[src/rtl/mcr_pkg.sv]
// Shared constants, types and octant mapping for the midpoint circle rasterizer.
package mcr_pkg;

    localparam int OUT_BITS     = 13;
    localparam int PIX_PER_STEP = 8;
    localparam int IDX_BITS     = $clog2(PIX_PER_STEP);
    localparam logic [IDX_BITS-1:0] IDX_LAST = IDX_BITS'(PIX_PER_STEP - 1);

    localparam int QUEUE_DEPTH = 2;
    localparam int QPTR_BITS   = $clog2(QUEUE_DEPTH);
    localparam int QCNT_BITS   = $clog2(QUEUE_DEPTH + 1);

    localparam logic CMD_START = 1'b0;
    localparam logic CMD_STEP  = 1'b1;

    typedef struct packed {
        logic neg_x;
        logic neg_y;
        logic swap;
    } octant_t;

    typedef struct packed {
        logic last_of_step;
        logic circle_done;
    } pix_flags_t;

    function automatic octant_t octant_of(input logic [IDX_BITS-1:0] idx);
        octant_t o;
        o.swap  = idx[0];
        o.neg_x = idx[1] ^ idx[2];
        o.neg_y = idx[2];
        return o;
    endfunction

endpackage

[src/rtl/mcr_front.sv]
// Front end: takes commands, holds the circle walk state, issues a job per active step.
module mcr_front #(
    parameter int COORD_BITS  = 11,
    parameter int RADIUS_BITS = 10,
    parameter int JOB_BITS    = 2 * COORD_BITS + 2 * RADIUS_BITS + 1
) (
    input  logic                   clk,
    input  logic                   rst_n,
    input  logic                   push,
    input  logic                   cmd,
    input  logic [COORD_BITS-1:0]  center_x,
    input  logic [COORD_BITS-1:0]  center_y,
    input  logic [RADIUS_BITS-1:0] radius,
    input  logic                   q_full,
    output logic                   full,
    output logic                   job_push,
    output logic [JOB_BITS-1:0]    job_data
);

    localparam int PB = RADIUS_BITS + 3;

    logic [COORD_BITS-1:0]  cx_reg, cy_reg;
    logic [RADIUS_BITS-1:0] x_reg, y_reg;
    logic signed [PB-1:0]   p_reg;
    logic                   active_reg;

    logic [COORD_BITS-1:0]  cx_next, cy_next;
    logic [RADIUS_BITS-1:0] x_next, y_next;
    logic signed [PB-1:0]   p_next;
    logic                   active_next;

    logic                   accept;
    logic [RADIUS_BITS-1:0] x_inc, y_dec, y_new;
    logic signed [PB-1:0]   term, p_step;
    logic                   p_neg, done;

    assign full   = q_full;
    assign accept = push && !full;

    always_comb
    begin
        x_inc  = x_reg + RADIUS_BITS'(1);
        y_dec  = (y_reg != '0) ? y_reg - RADIUS_BITS'(1) : y_reg;
        p_neg  = p_reg[PB-1];
        y_new  = p_neg ? y_reg : y_dec;
        term   = p_neg ? $signed({3'b000, x_inc})
                       : $signed({3'b000, x_inc}) - $signed({3'b000, y_new});
        p_step = p_reg + (term <<< 1) + PB'(1);
        done   = (y_new < x_inc);
    end

    assign job_push = accept && (cmd == mcr_pkg::CMD_STEP) && active_reg;
    assign job_data = {cx_reg, cy_reg, x_reg, y_reg, done};

    always_comb
    begin
        cx_next     = cx_reg;
        cy_next     = cy_reg;
        x_next      = x_reg;
        y_next      = y_reg;
        p_next      = p_reg;
        active_next = active_reg;
        if (accept)
        begin
            if (cmd == mcr_pkg::CMD_START)
            begin
                cx_next     = center_x;
                cy_next     = center_y;
                x_next      = '0;
                y_next      = radius;
                p_next      = PB'(1) - $signed({3'b000, radius});
                active_next = 1'b1;
            end
            else if (active_reg)
            begin
                x_next      = x_inc;
                y_next      = y_new;
                p_next      = p_step;
                active_next = !done;
            end
        end
    end

    always_ff @(posedge clk or negedge rst_n)
    begin
        if (!rst_n)
        begin
            cx_reg     <= '0;
            cy_reg     <= '0;
            x_reg      <= '0;
            y_reg      <= '0;
            p_reg      <= '0;
            active_reg <= 1'b0;
        end
        else
        begin
            cx_reg     <= cx_next;
            cy_reg     <= cy_next;
            x_reg      <= x_next;
            y_reg      <= y_next;
            p_reg      <= p_next;
            active_reg <= active_next;
        end
    end

endmodule

[src/rtl/mcr_queue.sv]
// Short job queue between the front end and the pixel emitter.
module mcr_queue #(
    parameter int WIDTH = 43
) (
    input  logic             clk,
    input  logic             rst_n,
    input  logic             push,
    input  logic [WIDTH-1:0] din,
    output logic             full,
    input  logic             pop,
    output logic [WIDTH-1:0] dout,
    output logic             empty
);

    logic [WIDTH-1:0] mem [mcr_pkg::QUEUE_DEPTH];

    logic [mcr_pkg::QPTR_BITS-1:0] wr_ptr_reg, wr_ptr_next;
    logic [mcr_pkg::QPTR_BITS-1:0] rd_ptr_reg, rd_ptr_next;
    logic [mcr_pkg::QCNT_BITS-1:0] count_reg, count_next;

    logic do_push, do_pop;

    assign full    = (count_reg == mcr_pkg::QCNT_BITS'(mcr_pkg::QUEUE_DEPTH));
    assign empty   = (count_reg == '0);
    assign do_push = push && !full;
    assign do_pop  = pop && !empty;
    assign dout    = mem[rd_ptr_reg];

    always_comb
    begin
        wr_ptr_next = wr_ptr_reg;
        rd_ptr_next = rd_ptr_reg;
        count_next  = count_reg;
        if (do_push)
        begin
            wr_ptr_next = (wr_ptr_reg == mcr_pkg::QPTR_BITS'(mcr_pkg::QUEUE_DEPTH - 1))
                        ? '0 : wr_ptr_reg + mcr_pkg::QPTR_BITS'(1);
        end
        if (do_pop)
        begin
            rd_ptr_next = (rd_ptr_reg == mcr_pkg::QPTR_BITS'(mcr_pkg::QUEUE_DEPTH - 1))
                        ? '0 : rd_ptr_reg + mcr_pkg::QPTR_BITS'(1);
        end
        if (do_push && !do_pop)
            count_next = count_reg + mcr_pkg::QCNT_BITS'(1);
        else if (do_pop && !do_push)
            count_next = count_reg - mcr_pkg::QCNT_BITS'(1);
    end

    always_ff @(posedge clk)
    begin
        if (do_push)
            mem[wr_ptr_reg] <= din;
    end

    always_ff @(posedge clk or negedge rst_n)
    begin
        if (!rst_n)
        begin
            wr_ptr_reg <= '0;
            rd_ptr_reg <= '0;
            count_reg  <= '0;
        end
        else
        begin
            wr_ptr_reg <= wr_ptr_next;
            rd_ptr_reg <= rd_ptr_next;
            count_reg  <= count_next;
        end
    end

endmodule

[src/rtl/mcr_back.sv]
// Back end: eight symmetric pixels per job into the output register, one per cycle unless stalled.
module mcr_back #(
    parameter int COORD_BITS  = 11,
    parameter int RADIUS_BITS = 10,
    parameter int JOB_BITS    = 2 * COORD_BITS + 2 * RADIUS_BITS + 1
) (
    input  logic                                clk,
    input  logic                                rst_n,
    input  logic                                job_valid,
    input  logic [JOB_BITS-1:0]                 job_data,
    output logic                                job_pop,
    output logic signed [mcr_pkg::OUT_BITS-1:0] pixel_x,
    output logic signed [mcr_pkg::OUT_BITS-1:0] pixel_y,
    output mcr_pkg::pix_flags_t                 flags,
    output logic                                empty,
    input  logic                                pop
);

    localparam int MAXB  = (COORD_BITS > RADIUS_BITS) ? COORD_BITS : RADIUS_BITS;
    localparam int SUMB  = MAXB + 2;
    localparam int WIDE  = (SUMB > mcr_pkg::OUT_BITS) ? SUMB : mcr_pkg::OUT_BITS;

    logic [COORD_BITS-1:0]  job_cx, job_cy;
    logic [RADIUS_BITS-1:0] job_x, job_y;
    logic                   job_done;

    logic [mcr_pkg::IDX_BITS-1:0] idx_reg, idx_next;
    logic                         out_valid_reg, out_valid_next;
    logic [mcr_pkg::OUT_BITS-1:0] px_reg, py_reg;
    mcr_pkg::pix_flags_t          flags_reg;

    mcr_pkg::octant_t       oct;
    logic [RADIUS_BITS-1:0] off_a, off_b;
    logic signed [WIDE-1:0] cx_w, cy_w, a_w, b_w, px_w, py_w;
    logic                   advance, last;

    assign {job_cx, job_cy, job_x, job_y, job_done} = job_data;

    assign advance = job_valid && (!out_valid_reg || pop);
    assign last    = (idx_reg == mcr_pkg::IDX_LAST);
    assign job_pop = advance && last;

    always_comb
    begin
        oct   = mcr_pkg::octant_of(idx_reg);
        off_a = oct.swap ? job_y : job_x;
        off_b = oct.swap ? job_x : job_y;
        cx_w  = $signed(WIDE'(job_cx));
        cy_w  = $signed(WIDE'(job_cy));
        a_w   = $signed(WIDE'(off_a));
        b_w   = $signed(WIDE'(off_b));
        px_w  = oct.neg_x ? cx_w - a_w : cx_w + a_w;
        py_w  = oct.neg_y ? cy_w - b_w : cy_w + b_w;
    end

    always_comb
    begin
        idx_next       = idx_reg;
        out_valid_next = out_valid_reg;
        if (advance)
        begin
            idx_next       = idx_reg + mcr_pkg::IDX_BITS'(1);
            out_valid_next = 1'b1;
        end
        else if (pop)
        begin
            out_valid_next = 1'b0;
        end
    end

    always_ff @(posedge clk)
    begin
        if (advance)
        begin
            px_reg                 <= px_w[mcr_pkg::OUT_BITS-1:0];
            py_reg                 <= py_w[mcr_pkg::OUT_BITS-1:0];
            flags_reg.last_of_step <= last;
            flags_reg.circle_done  <= last && job_done;
        end
    end

    always_ff @(posedge clk or negedge rst_n)
    begin
        if (!rst_n)
        begin
            idx_reg       <= '0;
            out_valid_reg <= 1'b0;
        end
        else
        begin
            idx_reg       <= idx_next;
            out_valid_reg <= out_valid_next;
        end
    end

    assign pixel_x = $signed(px_reg);
    assign pixel_y = $signed(py_reg);
    assign flags   = flags_reg;
    assign empty   = !out_valid_reg;

endmodule

[src/rtl/midpoint_circle_rasterizer.sv]
// Top level of the midpoint circle rasterizer: front end, job queue and pixel emitter.
//
// channel  direction  handshake    payload
// command  in         push / full  cmd, center_x, center_y, radius
// pixel    out        pop / empty  pixel_x, pixel_y, last_of_step, circle_done
//
// A step command yields eight pixels, one per cycle from the emitter while pop is held;
// the emitter's single pixel port limits how fast steps are taken.
// A start or an idle step yields no pixels.
// Reset clears the walk, the queue and the output valid flag; no circle is active after it.
// full rises while the two-entry job queue holds two jobs; a withheld pop stalls the
// emitter first and reaches the command side only once the queue fills.
module midpoint_circle_rasterizer #(
    parameter int COORD_BITS  = 11,
    parameter int RADIUS_BITS = 10
) (
    input  logic                                clk,
    input  logic                                rst_n,
    input  logic                                push,
    output logic                                full,
    input  logic                                cmd,
    input  logic [COORD_BITS-1:0]               center_x,
    input  logic [COORD_BITS-1:0]               center_y,
    input  logic [RADIUS_BITS-1:0]              radius,
    output logic                                empty,
    input  logic                                pop,
    output logic signed [mcr_pkg::OUT_BITS-1:0] pixel_x,
    output logic signed [mcr_pkg::OUT_BITS-1:0] pixel_y,
    output logic                                last_of_step,
    output logic                                circle_done
);

    localparam int JOB_BITS = 2 * COORD_BITS + 2 * RADIUS_BITS + 1;

    logic                q_full, q_empty, job_push, job_pop;
    logic [JOB_BITS-1:0] job_in, job_out;
    mcr_pkg::pix_flags_t flags;

    mcr_front #(
        .COORD_BITS  (COORD_BITS),
        .RADIUS_BITS (RADIUS_BITS),
        .JOB_BITS    (JOB_BITS)
    ) u_front (
        .clk      (clk),
        .rst_n    (rst_n),
        .push     (push),
        .cmd      (cmd),
        .center_x (center_x),
        .center_y (center_y),
        .radius   (radius),
        .q_full   (q_full),
        .full     (full),
        .job_push (job_push),
        .job_data (job_in)
    );

    mcr_queue #(
        .WIDTH (JOB_BITS)
    ) u_queue (
        .clk   (clk),
        .rst_n (rst_n),
        .push  (job_push),
        .din   (job_in),
        .full  (q_full),
        .pop   (job_pop),
        .dout  (job_out),
        .empty (q_empty)
    );

    mcr_back #(
        .COORD_BITS  (COORD_BITS),
        .RADIUS_BITS (RADIUS_BITS),
        .JOB_BITS    (JOB_BITS)
    ) u_back (
        .clk       (clk),
        .rst_n     (rst_n),
        .job_valid (!q_empty),
        .job_data  (job_out),
        .job_pop   (job_pop),
        .pixel_x   (pixel_x),
        .pixel_y   (pixel_y),
        .flags     (flags),
        .empty     (empty),
        .pop       (pop)
    );

    assign last_of_step = flags.last_of_step;
    assign circle_done  = flags.circle_done;

endmodule

[config.mk]
export PLATFORM = sky130hd
export DESIGN_NAME = midpoint_circle_rasterizer
export DESIGN_NICKNAME = d
export VERILOG_FILES = /design/src/rtl/mcr_pkg.sv /design/src/rtl/mcr_front.sv /design/src/rtl/mcr_queue.sv /design/src/rtl/mcr_back.sv /design/src/rtl/midpoint_circle_rasterizer.sv
export SDC_FILE = /design/constraint.sdc
export NUM_CORES = 1
export LEC_CHECK = 0
export ABC_AREA = 0
export BUFFER_PORTS_ARGS = -buffer_cell sky130_fd_sc_hd__buf_2
export CAP_MARGIN = 40
export CELL_PAD_IN_SITES_DETAIL_PLACEMENT = 0
export CELL_PAD_IN_SITES_GLOBAL_PLACEMENT = 1
export CORE_ASPECT_RATIO = 1.25
export CORE_MARGIN = 2
export CORE_UTILIZATION = 49
export DETAILED_ROUTE_END_ITERATION = 8
export GPL_ROUTABILITY_DRIVEN = 0
export GPL_TIMING_DRIVEN = 0
export PLACE_DENSITY = 0.82
export REMOVE_ABC_BUFFERS = 1
export SLEW_MARGIN = 20
export SYNTH_ARGS = -nofsm -noshare
export SYNTH_HDL_FRONTEND = slang
export SYNTH_SLANG_ARGS = --single-unit
[constraint.sdc]
create_clock -name clk -period 5.45 [get_ports clk]
set_input_delay 0.8175 -clock clk [delete_from_list [all_inputs] [get_ports clk]]
set_output_delay 0.8175 -clock clk [all_outputs]
set_load 0.05 [all_outputs]
=== Yosys cells after proc, flatten, opt, wreduce, memory -nomap -nowiden ===
Memory sizes are Yosys's and may differ from the RTL's.
Cells that the tools add are included.

* $add $sub $neg: 15
* $lt $le $gt $ge: 1
* Eq/ne operators: 3
* Muxes and demuxes: 23
* Bitwise logic cells: 2
* Reductions and logical operators: 23

{| class="wikitable"
|+ Operator list
! kind !! count
|-
| $mux W10 || 8
|-
| $mux W13 || 4
|-
| $add A11 B10 Y12 || 2
|-
| $sub A11 B10 Y12 || 2
|-
| $add A13 B13 Y13 || 1
|-
| $add A13 B2 Y13 const B || 1
|-
| $mux W12 || 1
|-
| $sub A1 B10 Y11 const A || 1
|-
| $sub A10 B10 Y11 || 1
|-
| $add A10 B1 Y10 const B || 1
|-
| $logic_and A1 B1 Y1 || 10
|-
| $lt A10 B10 Y1 || 1
|-
| $reduce_bool A10 Y1 || 1
|-
| $sub A10 B1 Y10 const B || 1
|-
| $mux W1 || 8
|-
| $logic_not A1 Y1 || 6
|-
| $mux W2 || 2
|-
| $reduce_and A2 Y1 || 2
|-
| $reduce_bool A2 Y1 || 2
|-
| $add A3 B1 Y3 const B || 1
|-
| $eq A3 B3 Y1 const B || 1
|-
| $add A1 B1 Y1 const B || 2
|-
| $add A2 B1 Y2 const B || 1
|-
| $eq A2 B2 Y1 const B || 1
|-
| other kinds (6) || 6
|}

* Flip-flop bits (word level): 92
* RAM bits: 86
* Input bits: 37
* Output and inout bits: 30
* Logic and storage cells: 83
* Memories: 1

{| class="wikitable"
|+ Memories
! memory !! depth !! width !! rd ports !! clocked after memory_dff !! wr ports !! RTL line !! text
|-
| u_queue.mem || 2 || 43 || 1 || 0 || 1 || mcr_queue.sv:15 || <nowiki>logic [WIDTH-1:0] mem [mcr_pkg::QUEUE_DEPTH];</nowiki>
|}

=== Longest topological paths before layout ===
* Depth after elaboration: 10
* Mapped depth: 24
* Gate-level depth less buffers: 24

=== By module ===
From an unflattened synthesis, not the netlist that was laid out.

* Cells, all modules: 941
* Area total of the unflattened synthesis: 10616.4 µm²

{| class="wikitable"
|+ Modules (own cells, without submodules)
! module !! instances !! cells each !! area each (µm²) !! seq. area each (µm²)
|-
| mcr_front || 1 || 435 || 3875.0 || 1401.3
|-
| mcr_queue || 1 || 153 || 3500.9 || 2682.6
|-
| mcr_back || 1 || 352 || 3236.9 || 940.9
|-
| midpoint_circle_rasterizer || 1 || 1 || 3.8 || 0.0
|}

=== Least setup slack after synthesis ===
No wires, ideal clock.

* Path kind: register to register
* From: register u_front.y_reg[0]
* To: register u_front.p_reg[12]
* Setup time: 0.126 ns
* Data arrival time: 4.245 ns
* Data required time: 5.324 ns
* Path slack: 1.079 ns
* Stages on the path, launching flop included: 23
* Buffers on the path: 0
* Period minus slack after synthesis: 4.371 ns
* Cells stage by stage: dfrtp_1 > inv_1 > ha_1 > nor2b_1 > and4_1 > nor2_2 > nor4b_1 > inv_1 > a21oi_1 > ha_1 > a21oi_1 > o21ai_0 > a221oi_1 > o21bai_1 > xnor2_1 > o21ai_0 > ha_1 > nand2_1 > or3_1 > o221ai_1 > o41ai_1 > xnor2_1 > a21oi_1

* Longest elaborated chain between the ends: 9
* Elaborated cells between the ends (all ways): 10
* Those cells by class: 4 x add/sub; 5 x mux; 1 x reduce/logical

{| class="wikitable"
|+ Ends and longest elaborated chain
! element !! RTL line !! text
|-
| from (decl) || mcr_front.sv:23 || <nowiki>logic [RADIUS_BITS-1:0] x_reg, y_reg;</nowiki>
|-
| from (signal assigned) || mcr_front.sv:100 || <nowiki>y_reg <= y_next;</nowiki>
|-
| $sub A10 B1 Y10 or $reduce_bool A10 Y1 (tied branches) || mcr_front.sv:43 || <nowiki>y_dec = (y_reg != '0) ? y_reg - RADIUS_BITS'(1) : y_reg;</nowiki>
|-
| $mux W10 || mcr_front.sv:43 ||
|-
| $mux W10 (*) || mcr_front.sv:45 || <nowiki>y_new = p_neg ? y_reg : y_dec;</nowiki>
|-
| $sub A10 B10 Y11 (*) || mcr_front.sv:47 || <nowiki>: $signed({3'b000, x_inc}) - $signed({3'b000, y_new});</nowiki>
|-
| $mux W12 (*) || mcr_front.sv:46 || <nowiki>term = p_neg ? $signed({3'b000, x_inc})</nowiki>
|-
| $add A13 B13 Y13 (*) || mcr_front.sv:48 || <nowiki>p_step = p_reg + (term <<< 1) + PB'(1);</nowiki>
|-
| $add A13 B2 Y13 (*) || mcr_front.sv:48 ||
|-
| $mux W13 (*) || mcr_front.sv:74 || <nowiki>else if (active_reg)</nowiki>
|-
| $mux W13 (*) || mcr_front.sv:65 || <nowiki>if (cmd == mcr_pkg::CMD_START)</nowiki>
|-
| to (signal assigned) || mcr_front.sv:101 || <nowiki>p_reg <= p_next;</nowiki>
|-
| to (decl) || mcr_front.sv:24 || <nowiki>logic signed [PB-1:0] p_reg;</nowiki>
|}

Every way passes the cells marked *; elsewhere a longest branch is shown, timed or not. The select of a mux whose other input is x is not followed.
A chain may end at the register's enable or synchronous reset.

=== Worst setup path after layout ===
Ends and elaborated chain as after synthesis.

==> impl_metrics.toml <==
[detailed_routing]
postRouteAntennaNets = 0
vias = 7052
first_iter_violations = 376
wl_per_cell_um = 16.9
firstDrtPassIters = 6
via_per_inst = 5.51
drc = 0
routed_wl_mm = 21.7

[cells_and_area]
fin_area_um2 = 11600
layout.cells.non_filler = 1279
multi_input_area_um2 = 4880
largest_register = "u_queue.mem"
drive_above_1_share_pct = 16.8
fillers = 1773
syn2layout_area_growth_pct = 13.4
num_antenna_cells = 0
largest_register_ff_count = 86
finalNetCount = 1105
seq_area_um2 = 5030

[power]
seq_power_share_pct = 31.4
p_int_w = 0.00446
combPwrFrac_pct = 52.1
vdd_drop_max_v = 0.000319
p_switching_w = 0.00340
powerDensity_nw_per_um2 = 678
power.leakage_nw = 4.87
switching_share_pct = 43.3
pwr-share-clk_pct = 16.5

[synthesis]
ys.flop_type = "edfxtp_1"
synth_top_family_by_area = "compound AO/OA/AOI/OAI gates"
synth_edf_count = 114
synthXorXnorAreaFrac_pct = 5.40
async_flop_share_pct = 36.0
synth_simple_gate_area_share_pct = 11.3
netlist_top_cells_count = "134 x nand2_1, 114 x edfxtp_1, 73 x o21ai_0"
yosys_warnings = 0
synthesis.area_um2 = 10200
ys_seq_area_share_pct = 49.2
synth_top_area_share_pct = 33.5
synth_compound_area_share_pct = 12.5
synth_top_area_cell = "edfxtp_1"
avgSynthCellArea_um2 = 10.9
synth_mux_area_share_pct = 8.22
synth_cells = 934
ys_ff_latch = 178
yosys.area_share.adder_pct = 9.75
synth_area_leaders = "edfxtp_1 34%, dfrtp_1 16%, ha_1 8.6%"
synth_most_common_cell = "nand2_1"
synth_cell_types = 65

[grt]
grt_max_degree = 45
antenna_found_initial = 0
gr-usage-all-layers_pct = 20.6
grt_pass1_wl_mm = 35.3
first_global_vias = 7043
grt_overflow_total = 0

[timing]
holdWs_ns = 0.314
tightest_slew_ns = 0.822
setup_viol = 0
maxClockFrequency_mhz = 198
fin_tns_setup_ns = 0
slew_headroom_pct = 44.9
min_period_ns = 5.05
rsz0062_at_grt = "yes"
clock_skew_ns = 0.0140
hold_viol = 0
fin_crit_sh_pct = 92.7
maxSlewViolCount = 0
layout_setup_ws_ns = 0.398

[cts]
hold_buffers = 0
clock_path_buffers = 2
htree_levels = 4
clock_latency_ns = 0.43
cts_tree = "yes"
cts_buffers = 17
clk_pin_slew_ns = 0.07
root_buffer = "clkbuf_16"
cts.sinks = 178

[flow_run]
cap_violations = 0

[setup_path]
endpoint_kind = "flip-flop"
crit_top_cell = "ha_1"
crit_path_top_delay_cell = "a2111oi_2"
cpPeakStageDelay_ns = 0.53
crit_type = "reg -> reg"
path_cells = "inv_1, ha_1, nand2b_1, a2111oi_2, nand2_1, xor2_1, ha_1, a21o_1, or3_1, o21ai_0, xnor2_1, mux2_2, ha_1, nand2_1, or3_1, o221ai_1, o41ai_1, xnor2_1, a21oi_1"
cp-start-kind = "flip-flop"
rr_worst_depth = 19
worstPathArrival_ns = 5.35
crit_cells = 19
crit_buf_inv = 1
cp.required_ns = 5.75
critPathTopFamily = "compound AO/OA/AOI/OAI gates"
worstPathMaxFanout = 7

[place]
placed_cells = 1246
numPortBuffers = 66
place_area_um2 = 10900
dp_hpwl_mm = 15.8
preCtsSetupSlack_ns = 0.134

[die]
rows = 59
fp.dieH_um = 165
fp.coreArea_um2 = 20700
initial_utilization_pct = 49.4
fp.dieW_um = 133
die_area_um2 = 22000
boundaryPins = 67

[outcome]
outcome = "finished, final reports clean"

[worst_hold_path]
hp-class = "in -> async"
per-layer routing:
metal  vias to the layer above  part of all wire [%]  routed length (um)  global-route usage (%)
met1                      3406                    42                9160                    24.6
met3                        38                   2.6                 561                    3.24
met5                         -                     0                   0                       0
li1                       3478                     -                   -                       -
met2                       130                    53               11400                    37.5
met4                         0                   2.6                 561                    8.46
cell usage in the layout, fill, tap and decap left out, types with 8 or more instances in the layout:
cell type / synthesis / routed
clkbuf_16: 0 / 17
edfxtp_1: 114 / 114
nor3_1: 15 / 15
dfrtp_1: 64 / 62
buf_2: 6 / 66
o22ai_1: 8 / 8
nor2b_1: 12 / 11
nor2_1: 49 / 47
a21oi_1: 52 / 50
mux2i_1: 13 / 13
nand2_1: 134 / 133
a21o_1: 11 / 11
nand2b_1: 12 / 11
inv_1: 59 / 59
xnor2_1: 38 / 38
xor2_1: 25 / 25
ha_1: 70 / 70
mux2_2: 23 / 23
nand3_1: 15 / 15
o21ai_0: 73 / 71
mux4_2: 20 / 20
power by group through the flow:
stage	clock network, W	registers, W	logic (W)
after global routing	0.00137	0.00254	0.00454
after global placement	0	0.00249	0.00393
final	0.00129	0.00247	0.00409
after CTS	0.00131	0.00249	0.00406
after detailed placement	0	0.00251	0.00404
after floorplan	0	0.00279	0.00274
through the flow:
stage | util, % | power [W]
floorplan | - | 0.00552
global placement | 52.0 | 0.00642
detailed placement | 52.9 | 0.00656
CTS | 55.9 | 0.00786
global route | 56.1 | 0.00844
finish | 56.1 | 0.00785
worst paths after layout:
| check | from | end | slack (ns) |
|---|---|---|---|
| min in group clk | u_front.cx_reg[7] | u_queue.mem[0][39] | 0.46 |
| hold reg to reg | u_front.cx_reg[7] | u_queue.mem[0][39] | 0.46 |
| setup reg to reg | u_front.y_reg[0] | u_front.p_reg[12] | 0.40 |
| setup / recovery | u_front.y_reg[0] | u_front.p_reg[12] | 0.40 |
| hold / removal | rst_n | u_front.p_reg[2] | 0.31 |
| max in group asynchronous | rst_n | u_queue.rd_ptr_reg | 4.54 |
cell families (layout without fill, tap and decap cells):
kind of cell / after synthesis / in the layout
adders and majority gates: 76 / 76
DFF: 178 / 178
xor gates and xnor gates: 63 / 63
and+or+nand+nor: 262 / 262
muxes: 56 / 56
AOI/OAI and AO/OA: 204 / 204
buffers and inverters: 95 / 166
area by class of cell:
class	count	share of cell area, %
clock buffer	18	3.70
inverter	60	1.94
tap	274	2.96
timing repair buffer	74	4.23
clock inverter	14	1.68
multi-input combinational	661	42.1
sequential	178	43.4
what timing repair did:
action                                  CTS  global route
resized for setup                         0             8
endpoints found under the setup margin    0             4
buffers inserted                          0             0
Note: power is estimated with default switching activity, not from simulation.
